--- src/design/wapf_pkg.sv ---
`timescale 1ns / 1ps
// shared types and constants for the windowed average publish filter
// no dependencies
package wapf_pkg;

    localparam int DEPTH = 64;
    localparam int SMP_W = 16;
    localparam int CFG_W = 16;
    localparam int PTR_W = $clog2(DEPTH);
    localparam int CNT_W = $clog2(DEPTH + 1);
    localparam int SUM_W = SMP_W + PTR_W;
    localparam int NUM_W = SUM_W + 1;
    localparam int DIVS_W = CNT_W + 1;
    localparam int STEP_W = $clog2(NUM_W);
    localparam int MS_W = 32;
    localparam int MS_PER_S = 1000;
    localparam int INT_MS_W = CFG_W + $clog2(MS_PER_S);

    localparam int MEASURE_RESET_S = 1;
    localparam int PUBLISH_RESET_S = 60;
    localparam int THRESHOLD_RESET = 1;

    localparam logic [1:0] OP_TICK   = 2'd0;
    localparam logic [1:0] OP_SAMPLE = 2'd1;
    localparam logic [1:0] OP_CLEAR  = 2'd2;

    localparam logic [1:0] CFG_MEASURE_INTERVAL = 2'd0;
    localparam logic [1:0] CFG_PUBLISH_INTERVAL = 2'd1;
    localparam logic [1:0] CFG_CHANGE_THRESHOLD = 2'd2;

    typedef struct packed {
        logic [1:0]              op;
        logic                    sample_ok;
        logic signed [SMP_W-1:0] sample_value;
    } in_word_t;

    typedef struct packed {
        logic                    measure_due;
        logic                    publish;
        logic                    last_ok;
        logic signed [SMP_W-1:0] last_value;
        logic                    average_ok;
        logic signed [SMP_W-1:0] average_value;
    } out_word_t;

    typedef struct packed {
        logic accept;
        logic sample_update;
        logic apply_other;
        logic div_init;
        logic div_step;
        logic div_end;
        logic decide;
    } ctrl_cmd_t;

    typedef struct packed {
        logic       count_zero;
    } dp_status_t;

endpackage

--- src/design/wapf_ram.sv ---
`timescale 1ns / 1ps
// generic single write port ram with registered read
// no dependencies
module wapf_ram #(
    parameter int WIDTH = 16,
    parameter int DEPTH = 64
) (
    input  logic                     clk,
    input  logic                     we,
    input  logic [$clog2(DEPTH)-1:0] waddr,
    input  logic [WIDTH-1:0]         wdata,
    input  logic                     re,
    input  logic [$clog2(DEPTH)-1:0] raddr,
    output logic [WIDTH-1:0]         rdata
);

    logic [WIDTH-1:0] mem [DEPTH];

    always_ff @(posedge clk)
    begin
        if (we)
        begin
            mem[waddr] <= wdata;
        end
        if (re)
        begin
            rdata <= mem[raddr];
        end
    end

endmodule

--- src/design/wapf_ctrl.sv ---
`timescale 1ns / 1ps
// controller state machine: sequences update, serial divide and publish decision
// depends on wapf_pkg
module wapf_ctrl (
    input  logic                clk,
    input  logic                rst_n,
    input  logic                in_valid,
    input  logic [1:0]          in_op,
    output logic                in_stall,
    output logic                out_valid,
    input  logic                out_stall,
    input  wapf_pkg::dp_status_t status,
    output wapf_pkg::ctrl_cmd_t  cmd
);
    import wapf_pkg::*;

    localparam logic [2:0] S_IDLE     = 3'd0;
    localparam logic [2:0] S_READ     = 3'd1;
    localparam logic [2:0] S_APPLY    = 3'd2;
    localparam logic [2:0] S_DIV_INIT = 3'd3;
    localparam logic [2:0] S_DIV      = 3'd4;
    localparam logic [2:0] S_DIV_END  = 3'd5;
    localparam logic [2:0] S_DECIDE   = 3'd6;

    logic [2:0]        state_reg, state_next;
    logic [STEP_W-1:0] step_reg, step_next;
    logic              out_valid_reg, out_valid_next;
    logic              accept;
    logic              decide;

    assign in_stall  = (state_reg != S_IDLE);
    assign accept    = in_valid && !in_stall;
    assign decide    = (state_reg == S_DECIDE) && (!out_valid_reg || !out_stall);
    assign out_valid = out_valid_reg;

    always_comb
    begin
        cmd               = '0;
        cmd.accept        = accept;
        cmd.sample_update = (state_reg == S_READ);
        cmd.apply_other   = (state_reg == S_APPLY);
        cmd.div_init      = (state_reg == S_DIV_INIT);
        cmd.div_step      = (state_reg == S_DIV);
        cmd.div_end       = (state_reg == S_DIV_END);
        cmd.decide        = decide;
    end

    always_comb
    begin
        state_next = state_reg;
        step_next  = step_reg;
        case (state_reg)
            S_IDLE:
            begin
                if (accept)
                begin
                    state_next = (in_op == OP_SAMPLE) ? S_READ : S_APPLY;
                end
            end
            S_READ:
            begin
                state_next = S_DIV_INIT;
            end
            S_APPLY:
            begin
                state_next = S_DECIDE;
            end
            S_DIV_INIT:
            begin
                step_next  = '0;
                state_next = status.count_zero ? S_DECIDE : S_DIV;
            end
            S_DIV:
            begin
                step_next = step_reg + 1'b1;
                if (step_reg == STEP_W'(NUM_W - 1))
                begin
                    state_next = S_DIV_END;
                end
            end
            S_DIV_END:
            begin
                state_next = S_DECIDE;
            end
            S_DECIDE:
            begin
                if (decide)
                begin
                    state_next = S_IDLE;
                end
            end
            default:
            begin
                state_next = S_IDLE;
            end
        endcase
    end

    always_comb
    begin
        out_valid_next = out_valid_reg;
        if (decide)
        begin
            out_valid_next = 1'b1;
        end
        else if (out_valid_reg && !out_stall)
        begin
            out_valid_next = 1'b0;
        end
    end

    always_ff @(posedge clk or negedge rst_n)
    begin
        if (!rst_n)
        begin
            state_reg     <= S_IDLE;
            step_reg      <= '0;
            out_valid_reg <= 1'b0;
        end
        else
        begin
            state_reg     <= state_next;
            step_reg      <= step_next;
            out_valid_reg <= out_valid_next;
        end
    end

endmodule

--- src/design/wapf_dp.sv ---
`timescale 1ns / 1ps
// datapath: sample ring, running sum, serial divider, timers and publish record
// depends on wapf_pkg and wapf_ram
module wapf_dp (
    input  logic                 clk,
    input  logic                 rst_n,
    input  wapf_pkg::ctrl_cmd_t  cmd,
    output wapf_pkg::dp_status_t status,
    input  wapf_pkg::in_word_t   in_word,
    input  logic                 cfg_we,
    input  logic [1:0]           cfg_index,
    input  logic [wapf_pkg::CFG_W-1:0] cfg_data,
    output wapf_pkg::out_word_t  out_word
);
    import wapf_pkg::*;

    in_word_t                item_reg;
    logic [PTR_W-1:0]        wp_reg;
    logic [PTR_W-1:0]        wp_inc;
    logic [DEPTH-1:0]        valid_reg;
    logic [CNT_W-1:0]        cnt_reg;
    logic signed [SUM_W-1:0] sum_reg;
    logic                    last_ok_reg;
    logic signed [SMP_W-1:0] last_value_reg;
    logic signed [SMP_W-1:0] avg_reg;
    logic                    ever_meas_reg;
    logic [MS_W-1:0]         ms_meas_reg;
    logic                    ever_pub_reg;
    logic [MS_W-1:0]         ms_pub_reg;
    logic signed [SMP_W-1:0] pub_value_reg;
    logic signed [SMP_W-1:0] pub_avg_reg;
    logic [INT_MS_W-1:0]     meas_ms_reg;
    logic [INT_MS_W-1:0]     pub_ms_reg;
    logic [CFG_W-1:0]        thr_reg;
    logic [NUM_W-1:0]        dvd_reg;
    logic [DIVS_W-1:0]       rem_reg;
    out_word_t               out_reg;

    logic [SMP_W-1:0]        ram_rdata;
    logic                    ram_re;
    logic                    old_valid;
    logic signed [SMP_W-1:0] old_value;
    logic signed [SMP_W-1:0] new_value;
    logic signed [SUM_W-1:0] sum_next;
    logic [CNT_W-1:0]        cnt_next;

    logic [SUM_W-1:0]        mag;
    logic [DIVS_W-1:0]       divisor;
    logic [DIVS_W:0]         shifted;
    logic                    ge;
    logic [DIVS_W-1:0]       diff;
    logic [SMP_W-1:0]        quot;

    logic                    aok;
    logic signed [SMP_W:0]   d_value;
    logic signed [SMP_W:0]   d_avg;
    logic [SMP_W:0]          abs_value;
    logic [SMP_W:0]          abs_avg;
    logic                    pub_due;
    logic                    pub;
    logic                    measure_due;

    assign wp_inc = (wp_reg == PTR_W'(DEPTH - 1)) ? '0 : wp_reg + 1'b1;
    assign ram_re = cmd.accept && (in_word.op == OP_SAMPLE);

    wapf_ram #(
        .WIDTH (SMP_W),
        .DEPTH (DEPTH)
    ) u_ring (
        .clk   (clk),
        .we    (cmd.sample_update),
        .waddr (wp_reg),
        .wdata (new_value),
        .re    (ram_re),
        .raddr (wp_inc),
        .rdata (ram_rdata)
    );

    // entry leaving the window and entry coming in
    assign old_valid = valid_reg[wp_reg];
    assign old_value = old_valid ? $signed(ram_rdata) : '0;
    assign new_value = item_reg.sample_ok ? item_reg.sample_value : '0;
    assign sum_next  = sum_reg - {{(SUM_W-SMP_W){old_value[SMP_W-1]}}, old_value}
                     + {{(SUM_W-SMP_W){new_value[SMP_W-1]}}, new_value};
    assign cnt_next  = cnt_reg - CNT_W'(old_valid) + CNT_W'(item_reg.sample_ok);

    // restoring divider: (2*|sum| + n) / (2*n)
    assign mag     = sum_reg[SUM_W-1] ? SUM_W'(-sum_reg) : SUM_W'(sum_reg);
    assign divisor = {cnt_reg, 1'b0};
    assign shifted = {rem_reg, dvd_reg[NUM_W-1]};
    assign ge      = (shifted >= {1'b0, divisor});
    assign diff    = DIVS_W'(shifted - {1'b0, divisor});
    assign quot    = dvd_reg[SMP_W-1:0];

    // publish decision on state after the update
    assign aok       = (cnt_reg != '0);
    assign d_value   = {pub_value_reg[SMP_W-1], pub_value_reg}
                     - {last_value_reg[SMP_W-1], last_value_reg};
    assign d_avg     = {pub_avg_reg[SMP_W-1], pub_avg_reg} - {avg_reg[SMP_W-1], avg_reg};
    assign abs_value = d_value[SMP_W] ? (SMP_W+1)'(-d_value) : (SMP_W+1)'(d_value);
    assign abs_avg   = d_avg[SMP_W] ? (SMP_W+1)'(-d_avg) : (SMP_W+1)'(d_avg);
    assign pub_due   = (ms_pub_reg >= MS_W'(pub_ms_reg));

    always_comb
    begin
        pub = 1'b0;
        if (last_ok_reg)
        begin
            if (!ever_pub_reg)
            begin
                pub = 1'b1;
            end
            else if (pub_value_reg == last_value_reg)
            begin
                pub = pub_due;
            end
            else
            begin
                pub = (abs_value >= {1'b0, thr_reg})
                   || (aok && (abs_avg >= {1'b0, thr_reg}))
                   || (aok && (avg_reg == last_value_reg));
            end
        end
    end

    assign measure_due = !ever_meas_reg || (ms_meas_reg >= MS_W'(meas_ms_reg));

    assign status.count_zero = (cnt_reg == '0);
    assign out_word          = out_reg;

    // control state
    always_ff @(posedge clk or negedge rst_n)
    begin
        if (!rst_n)
        begin
            wp_reg        <= '0;
            valid_reg     <= '0;
            cnt_reg       <= '0;
            sum_reg       <= '0;
            last_ok_reg   <= 1'b0;
            last_value_reg <= '0;
            avg_reg       <= '0;
            ever_meas_reg <= 1'b0;
            ms_meas_reg   <= '0;
            ever_pub_reg  <= 1'b0;
            ms_pub_reg    <= '0;
            pub_value_reg <= '0;
            pub_avg_reg   <= '0;
            meas_ms_reg   <= INT_MS_W'(MEASURE_RESET_S * MS_PER_S);
            pub_ms_reg    <= INT_MS_W'(PUBLISH_RESET_S * MS_PER_S);
            thr_reg       <= CFG_W'(THRESHOLD_RESET);
        end
        else
        begin
            if (cfg_we)
            begin
                case (cfg_index)
                    CFG_MEASURE_INTERVAL:
                    begin
                        meas_ms_reg <= INT_MS_W'(cfg_data) * INT_MS_W'(MS_PER_S);
                    end
                    CFG_PUBLISH_INTERVAL:
                    begin
                        pub_ms_reg <= INT_MS_W'(cfg_data) * INT_MS_W'(MS_PER_S);
                    end
                    CFG_CHANGE_THRESHOLD:
                    begin
                        thr_reg <= cfg_data;
                    end
                    default:
                    begin
                    end
                endcase
            end

            if (ram_re)
            begin
                wp_reg <= wp_inc;
            end

            if (cmd.sample_update)
            begin
                valid_reg[wp_reg] <= item_reg.sample_ok;
                sum_reg           <= sum_next;
                cnt_reg           <= cnt_next;
                last_ok_reg       <= item_reg.sample_ok;
                last_value_reg    <= new_value;
                ever_meas_reg     <= 1'b1;
                ms_meas_reg       <= '0;
            end

            if (cmd.apply_other)
            begin
                case (item_reg.op)
                    OP_TICK:
                    begin
                        if (ms_meas_reg != '1)
                        begin
                            ms_meas_reg <= ms_meas_reg + 1'b1;
                        end
                        if (ms_pub_reg != '1)
                        begin
                            ms_pub_reg <= ms_pub_reg + 1'b1;
                        end
                    end
                    OP_CLEAR:
                    begin
                        valid_reg      <= '0;
                        sum_reg        <= '0;
                        cnt_reg        <= '0;
                        last_ok_reg    <= 1'b0;
                        last_value_reg <= '0;
                        avg_reg        <= '0;
                    end
                    default:
                    begin
                    end
                endcase
            end

            if (cmd.div_init && (cnt_reg == '0))
            begin
                avg_reg <= '0;
            end

            if (cmd.div_end)
            begin
                avg_reg <= sum_reg[SUM_W-1] ? $signed(-quot) : $signed(quot);
            end

            if (cmd.decide && pub)
            begin
                ever_pub_reg  <= 1'b1;
                ms_pub_reg    <= '0;
                pub_value_reg <= last_value_reg;
                pub_avg_reg   <= avg_reg;
            end
        end
    end

    // payload
    always_ff @(posedge clk)
    begin
        if (cmd.accept)
        begin
            item_reg <= in_word;
        end

        if (cmd.div_init)
        begin
            dvd_reg <= NUM_W'({mag, 1'b0}) + NUM_W'(cnt_reg);
            rem_reg <= '0;
        end
        else if (cmd.div_step)
        begin
            dvd_reg <= {dvd_reg[NUM_W-2:0], ge};
            rem_reg <= ge ? diff : shifted[DIVS_W-1:0];
        end

        if (cmd.decide)
        begin
            out_reg.measure_due   <= measure_due;
            out_reg.publish       <= pub;
            out_reg.last_ok       <= last_ok_reg;
            out_reg.last_value    <= last_value_reg;
            out_reg.average_ok    <= aok;
            out_reg.average_value <= avg_reg;
        end
    end

endmodule

--- src/design/windowed_average_publish_filter.sv ---
`timescale 1ns / 1ps
// top level of the windowed average publish filter
// depends on wapf_pkg, wapf_ctrl, wapf_dp
//
// Takes one word at a time: a 1 ms tick, a sensor sample, or a history clear,
// and returns one result word per input word. A tick, a clear or the unused
// op code goes through an apply step and then the decision. A sample goes
// through a window update, a divider load, a 23-step restoring divider that
// forms the rounded window average, a sign fixup and the decision (the
// divider and fixup are skipped when the window is empty). The input stays
// stalled until the decision, so the next word waits for it. The ring of 64
// samples sits in a RAM with one write and one read port and per-entry valid
// flops, so no clearing pass runs after reset or clear. A finished result
// waits in an output register, and the next input word is taken while it
// waits; a result held downstream delays the next decision. Configuration
// writes are always ready and must be issued only while the block is idle.
module windowed_average_publish_filter (
    input  logic                clk,
    input  logic                rst_n,
    input  logic                in_valid,
    output logic                in_stall,
    input  wapf_pkg::in_word_t  in_word,
    output logic                out_valid,
    input  logic                out_stall,
    output wapf_pkg::out_word_t out_word,
    input  logic                cfg_valid,
    output logic                cfg_ready,
    input  logic [1:0]          cfg_index,
    input  logic [wapf_pkg::CFG_W-1:0] cfg_data
);
    import wapf_pkg::*;

    ctrl_cmd_t  cmd;
    dp_status_t status;

    assign cfg_ready = 1'b1;

    wapf_ctrl u_ctrl (
        .clk       (clk),
        .rst_n     (rst_n),
        .in_valid  (in_valid),
        .in_op     (in_word.op),
        .in_stall  (in_stall),
        .out_valid (out_valid),
        .out_stall (out_stall),
        .status    (status),
        .cmd       (cmd)
    );

    wapf_dp u_dp (
        .clk       (clk),
        .rst_n     (rst_n),
        .cmd       (cmd),
        .status    (status),
        .in_word   (in_word),
        .cfg_we    (cfg_valid && cfg_ready),
        .cfg_index (cfg_index),
        .cfg_data  (cfg_data),
        .out_word  (out_word)
    );

`ifndef SYNTHESIS
    a_busy_after_accept: assert property (@(posedge clk) disable iff (!rst_n)
        in_valid && !in_stall |=> in_stall)
        else $error("input taken while previous word still in work");

    a_avg_zero_when_empty: assert property (@(posedge clk) disable iff (!rst_n)
        out_valid && !out_word.average_ok |-> out_word.average_value == '0)
        else $error("average nonzero with empty window");

    a_publish_needs_sample: assert property (@(posedge clk) disable iff (!rst_n)
        out_valid && out_word.publish |-> out_word.last_ok)
        else $error("publish without a valid latest sample");
`endif

endmodule
--- config.mk ---
export PLATFORM = sky130hd
export DESIGN_NAME = windowed_average_publish_filter
export DESIGN_NICKNAME = d
export VERILOG_FILES = /design/src/design/wapf_pkg.sv /design/src/design/wapf_ram.sv /design/src/design/wapf_ctrl.sv /design/src/design/wapf_dp.sv /design/src/design/windowed_average_publish_filter.sv
export SDC_FILE = /design/constraint.sdc
export NUM_CORES = 2
export LEC_CHECK = 0
export ABC_AREA = 1
export BUFFER_PORTS_ARGS = -buffer_cell sky130_fd_sc_hd__buf_2
export CORE_MARGIN = 2
export CORE_UTILIZATION = 30
export CTS_CLUSTER_SIZE = 25
export DETAILED_ROUTE_END_ITERATION = 10
export PLACE_DENSITY = 0.45
export SYNTH_ARGS = -nofsm -noshare
export SYNTH_HDL_FRONTEND = slang
export SYNTH_SLANG_ARGS = --single-unit
--- constraint.sdc ---
create_clock -name clk -period 4.7 [get_ports clk]
set_input_delay 0 -clock clk [delete_from_list [all_inputs] [get_ports clk]]
set_output_delay 0 -clock clk [all_outputs]
set_load 0.1 [all_outputs]
### After elaboration in Yosys (flattened, before gate mapping)

Memory sizes are Yosys's and may differ from the RTL's. A register that Yosys moved wholly into a read port is not among the register bits.
Index checks and enable logic that the tools add are counted.

* register bits after elaboration: 387
* latch bits: 0
* RAM bits: 1024
* ROM bits: 0
* bits of input ports: 42
* output and inout port bits: 39
* logic and storage cells: 167
* memories kept: 1

Memories
* u_dp.u_ring.mem: words 64, bits a word 16, rd ports 1, clocked after memory_dff 1, write ports 1, RTL line wapf_ram.sv:17 `logic [WIDTH-1:0] mem [DEPTH];`

* add/subtract/negate cells: 16
* multiply operators: 1
* div/mod/pow operators: 0
* order comparisons: 7
* equal/unequal tests: 19
* shifts and indexed selects: 0
* mux-type cells: 56
* bitwise gates (word level): 0
* reductions and logical operators: 37

Operators by type and width (count)
* two-way mux 32 bit: 8
* two-way mux 64 bit: 3
* two-way mux 16 bit: 10
* two-way mux 22 bit: 4
* adder 32 x 1 -> 32 bit, second input constant: 2
* bitwise mux 64 bit: 1
* greater-or-equal comparator 32 x 26 -> 1 bit: 2
* != test 32 bit, second input constant: 2
* two-way mux 23 bit: 2
* greater-or-equal comparator 17 x 16 -> 1 bit: 2
* two-way mux 17 bit: 2
* negation 17 bit: 2
* subtractor 16 x 16 -> 17 bit: 2
* == test 16 bit: 2
* adder 23 x 7 -> 23 bit: 1
* multiplier 16 x 7 -> 23 bit, second input constant: 1
* adder 22 bit: 1
* negation 22 bit: 1
* subtractor 22 bit: 1
* two-way mux 7 bit: 3
* one-hot mux 3 bit (6 select lines): 1
* negation 16 bit: 1
* two-way mux 1 bit: 12
* one-hot mux 5 bit (2 select lines): 1
* other kinds (34): 69

### Depth between registers and ports, before layout

* word-level depth: 13
* depth in mapped cells: 39
* mapped depth without buffers: 36

### By module

A second synthesis with hierarchy kept.

* cell total of the unflattened synthesis: 7070
* area, all modules: 70196.1 um^2

Modules (own cells, without submodules)
* wapf_ram: instances 1, cells an instance 3517, area each 42259.3 um^2, sequential area each 31230.0 um^2
* wapf_dp: instances 1, cells an instance 3458, area each 27306.2 um^2, sequential area each 9826.9 um^2
* wapf_ctrl: instances 1, cells an instance 93, area each 619.3 um^2, sequential area each 225.2 um^2
* windowed_average_publish_filter: instances 1, cells an instance 2, area each 11.3 um^2, sequential area each 0.0 um^2

### Least setup slack after synthesis

Ideal clock, no wire load.

* path kind: register -> register
* from: register u_dp.wp_reg[1]
* to: register u_dp.sum_reg[15]
* setup time: 0.118 ns
* arrival: 3.994 ns
* required time: 4.582 ns
* path slack: 0.588 ns
* stages on the path, launching flop included: 28
* path buffers: 2
* period minus slack after synthesis: 4.112 ns
* path through: dfrtp_1 > buf_2 > inv_1 > nor3_1 > a22o_1 > a221oi_1 > nand4_1 > nand2_1 > nand2_1 > nor2_1 > nand2_1 > inv_2 > clkbuf_1 > nor2_1 > fa_1 > inv_1 > ha_1 > nand2_1 > o21ai_0 > nand2_1 > o211ai_1 > a31oi_1 > o21ai_0 > nand3_1 > nand3_1 > nand2_1 > o21bai_1 > inv_1

* word-level cells in the longest chain between the ends: 8

RTL lines
* start: declaration: RTL line wapf_dp.sv:18 `logic [PTR_W-1:0] wp_reg;`
* start signal: assignment: RTL line wapf_dp.sv:178 `wp_reg <= wp_inc;`
* binary-select mux 1 bit (select 6 bit) *: RTL line wapf_dp.sv:80 `assign old_valid = valid_reg[wp_reg];`
* two-way mux 1 bit (not written as such) *: RTL line wapf_dp.sv:80
* two-way mux 16 bit *: RTL line wapf_dp.sv:81 `assign old_value = old_valid ? $signed(ram_rdata) : '0;`
* subtractor 22 bit *: RTL line wapf_dp.sv:83 `assign sum_next = sum_reg - {{(SUM_W-SMP_W){old_value[SMP_W-1]}}, old_value}`
* adder 22 bit *: RTL line wapf_dp.sv:84 `+ {{(SUM_W-SMP_W){new_value[SMP_W-1]}}, new_value};`
* two-way mux 22 bit *: RTL line wapf_dp.sv:181 `if (cmd.sample_update)`
* two-way mux 22 bit: RTL line wapf_dp.sv:194 `case (item_reg.op)`
* two-way mux 22 bit *: RTL line wapf_dp.sv:192 `if (cmd.apply_other)`
* end signal: assignment: RTL line wapf_dp.sv:184 `sum_reg <= sum_next;`
* end: declaration: RTL line wapf_dp.sv:22 `logic signed [SUM_W-1:0] sum_reg;`

Every way passes the cells marked *; elsewhere a longest branch is shown, timed or not. The select of a mux whose other input is x is not followed.
A chain may end at the register's enable or synchronous reset.

### Worst setup path after layout

* from: register u_dp.wp_reg[0]
* to: register u_dp.sum_reg[17]

The elaborated chain is that of the path after synthesis.

==> metrics.json <==
{
  "fp.dieW": {"value": 481, "unit": "um"},
  "peakVddDrop": {"value": 1.05, "unit": "mV"},
  "slew-limit-headroom": {"value": 18.2, "unit": "%"},
  "setup_tns": {"value": 0, "unit": "ps"},
  "cell_area_after_placement": {"value": 0.0734, "unit": "mm^2"},
  "wl_per_cell": {"value": 21.9, "unit": "um"},
  "synth-xor-area-share": {"value": 1.68, "unit": "%"},
  "total_drc_errors_in_the_routed_layout": {"value": 0},
  "cts_tree": {"value": "done"},
  "synthesis.area": {"value": 0.0681, "unit": "mm^2"},
  "finish.net_count": {"value": 7147},
  "synthesized_area_fraction_occupied_by_adder_cells": {"value": 6.37, "unit": "%"},
  "nature_of_the_critical_path_startpoint": {"value": "register"},
  "numClockSinks": {"value": 1427},
  "finish.utilization": {"value": 35.4, "unit": "%"},
  "cp_slowest_stage_delay": {"value": 470, "unit": "ps"},
  "track_usage": {"value": 18.6, "unit": "%"},
  "yosysWarnings": {"value": 0},
  "cp_data_arrival_time": {"value": 5120, "unit": "ps"},
  "drtAntennaViolNets": {"value": 0},
  "mostFrequentLayoutCells": {"value": "1,118 x edfxtp_1, 1,104 x nand2_1, 722 x o21ai_0"},
  "initial_standard_cell_utilization_of_the_core": {"value": 30.2, "unit": "%"},
  "core": {"value": 0.225, "unit": "mm^2"},
  "synth.lib_cells_used.distinct": {"value": 63},
  "path_max_fanout": {"value": 8},
  "multi_input_area": {"value": 0.0238, "unit": "mm^2"},
  "grt.overflow.total": {"value": 0},
  "detail_route.first_pass.iterations": {"value": 5},
  "pre_cts_slack": {"value": 150, "unit": "ps"},
  "first_pass_grt_wire_length": {"value": 324, "unit": "mm"},
  "synth-edff-count": {"value": 1118},
  "holdPathStages": {"value": 2},
  "fin_skew": {"value": 50.6, "unit": "ps"},
  "worst-slew-pin-transition": {"value": 1230, "unit": "ps"},
  "synth.area.top_cells": {"value": "edfxtp_1 49%, dfrtp_1 11%, nand2_1 6.1%"},
  "finalCriticalPeriod": {"value": 4410, "unit": "ps"},
  "ios": {"value": 81},
  "synth_simple_gate_area_share": {"value": 14.3, "unit": "%"},
  "hold_violations": {"value": 0},
  "cts_htree_levels": {"value": 4},
  "gp_congestion": {"value": 0.887},
  "ctsLongestPathBuffers": {"value": 3},
  "synth_area_leader_cell": {"value": "edfxtp_1"},
  "place_hpwl": {"value": 138, "unit": "mm"},
  "place.detailed.instances": {"value": 9558},
  "timing.final.ws_setup": {"value": 293, "unit": "ps"},
  "grt_start_max_net_pins": {"value": 122},
  "critPathSlowestCell": {"value": "fa_1"},
  "number_of_global_route_vias_before_repair": {"value": 48500},
  "post-route-cell-area": {"value": 0.0798, "unit": "mm^2"},
  "die_height": {"value": 481, "unit": "um"},
  "clkTransAtPathRegs": {"value": 60, "unit": "ps"},
  "final-seq-area": {"value": 0.0413, "unit": "mm^2"},
  "async_flop_share": {"value": 21.1, "unit": "%"},
  "final_min_period_over_clock_period": {"value": 93.8, "unit": "%"},
  "critPathKind": {"value": "register to register"},
  "netlist.area_leader.share": {"value": 49.3, "unit": "%"},
  "avgSynthCellArea": {"value": 10.4, "unit": "um^2"},
  "worst-r2r-cell-count": {"value": 29},
  "worst_ep_required_time": {"value": 5410, "unit": "ps"},
  "synth.net_count": {"value": 6892},
  "leakagePower": {"value": 31.1, "unit": "nW"},
  "worst_hold_path_type": {"value": "input port to register"},
  "cts-buffers-inserted": {"value": 162},
  "post_route_cells_drive_above_1_share": {"value": 10.9, "unit": "%"},
  "postSynthRegisterBits": {"value": 1427},
  "num_vias": {"value": 49400},
  "vias_per_cell": {"value": 4.97},
  "nFillCells": {"value": 22400},
  "endpoint_kind": {"value": "register"},
  "report.final.slew_viol_count": {"value": 0},
  "grt_antenna_before_repair": {"value": 6},
  "synth-seq-area-share": {"value": 60.6, "unit": "%"},
  "final_common_cell": {"value": "edfxtp_1"},
  "worst_skew_pair.late_latency": {"value": 830, "unit": "ps"},
  "muxShareOfSynthArea": {"value": 0.108, "unit": "%"},
  "setup_viol_count_final": {"value": 0},
  "timing.fmax": {"value": 0.227, "unit": "GHz"},
  "layout-area-overhead-vs-synth": {"value": 17.0, "unit": "%"},
  "path_common_cell": {"value": "nand2_1"},
  "cts.root.buffer_cell": {"value": "clkbuf_16"},
  "largest_family_of_logic_cells_by_synthesized_area": {"value": "simple AND/OR/NAND/NOR gates"},
  "outcome": {"value": "completed"},
  "dieArea": {"value": 0.231, "unit": "mm^2"},
  "power_density": {"value": 752, "unit": "mW/mm^2"},
  "rows": {"value": 174},
  "number_of_design_rule_violations_left_by_the_first_detailed_router_iteration": {"value": 4014},
  "finalNonFillerCells": {"value": 9938},
  "io_buffer_count": {"value": 79},
  "post_synth_inst_count": {"value": 6551},
  "maxCapViolations": {"value": 0},
  "ys_dominant_reg_cell": {"value": "edfxtp_1"},
  "synth-compound-area-share": {"value": 11.8, "unit": "%"},
  "largest_register_ffs": {"value": 1024},
  "finalWirelength": {"value": 218, "unit": "mm"}
}
==> power breakdown <==
part | switching [mW] | internal, mW
Clock | 5.49 | 7.29
Combinational | 21.5 | 9.65
Sequential | 0.851 | 15.2
Total | 27.8 | 32.2
==> per-stage QoR <==
stage          power [mW]  hold WS, ps
2_1_floorplan        35.5         -296
3_3_place_gp         46.7         13.4
3_5_place_dp         46.8         14.2
4_1_cts              59.9         5.06
5_1_grt              64.3         8.20
6_report             60.0         5.76
==> synthesized netlist by cell type, types with 5 or more instances <==
| library cell | instances |
|---|---|
| xnor2_1 | 47 |
| inv_1 | 573 |
| a21oi_1 | 317 |
| nor2_2 | 5 |
| nand2_1 | 1106 |
| nand3b_1 | 9 |
| a221oi_1 | 7 |
| a22oi_1 | 12 |
| a211oi_1 | 12 |
| nand4_1 | 92 |
| nand3_1 | 292 |
| dfrtp_1 | 287 |
| o211ai_1 | 51 |
| or2_2 | 12 |
| dfxtp_1 | 8 |
| nor3_1 | 70 |
| buf_2 | 53 |
| nand2_2 | 8 |
| xor2_1 | 84 |
| nor4_1 | 17 |
| edfxtp_1 | 1118 |
| ha_1 | 219 |
| o32ai_1 | 7 |
| fa_1 | 80 |
| a21boi_0 | 5 |
| o21ai_0 | 726 |
| buf_6 | 6 |
| dfstp_2 | 14 |
| clkbuf_1 | 222 |
| buf_1 | 21 |
| a22o_1 | 5 |
| inv_2 | 21 |
| nor2_1 | 733 |
| o22ai_1 | 138 |
| o221ai_1 | 84 |
| a31oi_1 | 19 |
| o21bai_1 | 13 |
==> area by class of cell <==
class | instances | share of cell area (%)
diodes | 4 | 0.0125
clock buffers | 213 | 5.49
clock inverters | 87 | 1.22
inverters | 598 | 2.84
multi-input cells | 4223 | 29.8
flip-flops and latches | 1427 | 51.8
well taps | 2992 | 4.69
repair buffers | 394 | 4.20
==> worst max-delay path, delay by kind of cell, from the launching register on <==
family          cells  cell delay [ps]
simple gates       13             1120
fa+ha+maj           2              810
buf+inv             7              790
compound gates      7             1150
flops               1              420
==> cells by family after synthesis <==
logic type / Yosys count
AOI/OAI and AO/OA: 1427
muxes: 7
DFF: 1427
buffers and inverters: 901
xor gates and xnor gates: 131
other: 1
adders and majority gates: 299
and+or+nand+nor: 2358
==> routing by layer <==
metal / part of all wire, % / GRT usage [%] / up-vias
met2: 46 / 29.9 / 1186
li1: - / - / 23400
met4: 2.3 / 4.58 / 0
met3: 4.4 / 2.37 / 255
met5: 0 / 0 / -
met1: 47 / 26.5 / 24600
==> final timing paths <==
check                             startpoint             endpoint  slack, ps
min in group asynchronous              rst_n  u_dp.meas_ms_reg[7]        370
max in group asynchronous              rst_n       u_dp.wp_reg[1]       3530
hold reg to reg            u_dp.ever_pub_reg    u_dp.ever_pub_reg        450
setup / recovery              u_dp.wp_reg[0]     u_dp.sum_reg[17]        290
setup reg to reg              u_dp.wp_reg[0]     u_dp.sum_reg[17]        290
hold / removal                    in_word[6]     u_dp.item_reg[6]          6
==> repair_timing <==
| item | 4_1_cts | 5_1_grt |
|---|---|---|
| endpoints found under the hold margin | 457 | 0 |
| gates resized for setup | 0 | 42 |
| hold buffers | 63 | 0 |
| endpoints found under the setup margin | 0 | 77 |
| setup buffers | 0 | 6 |
Power figures use the tool's default switching activity.
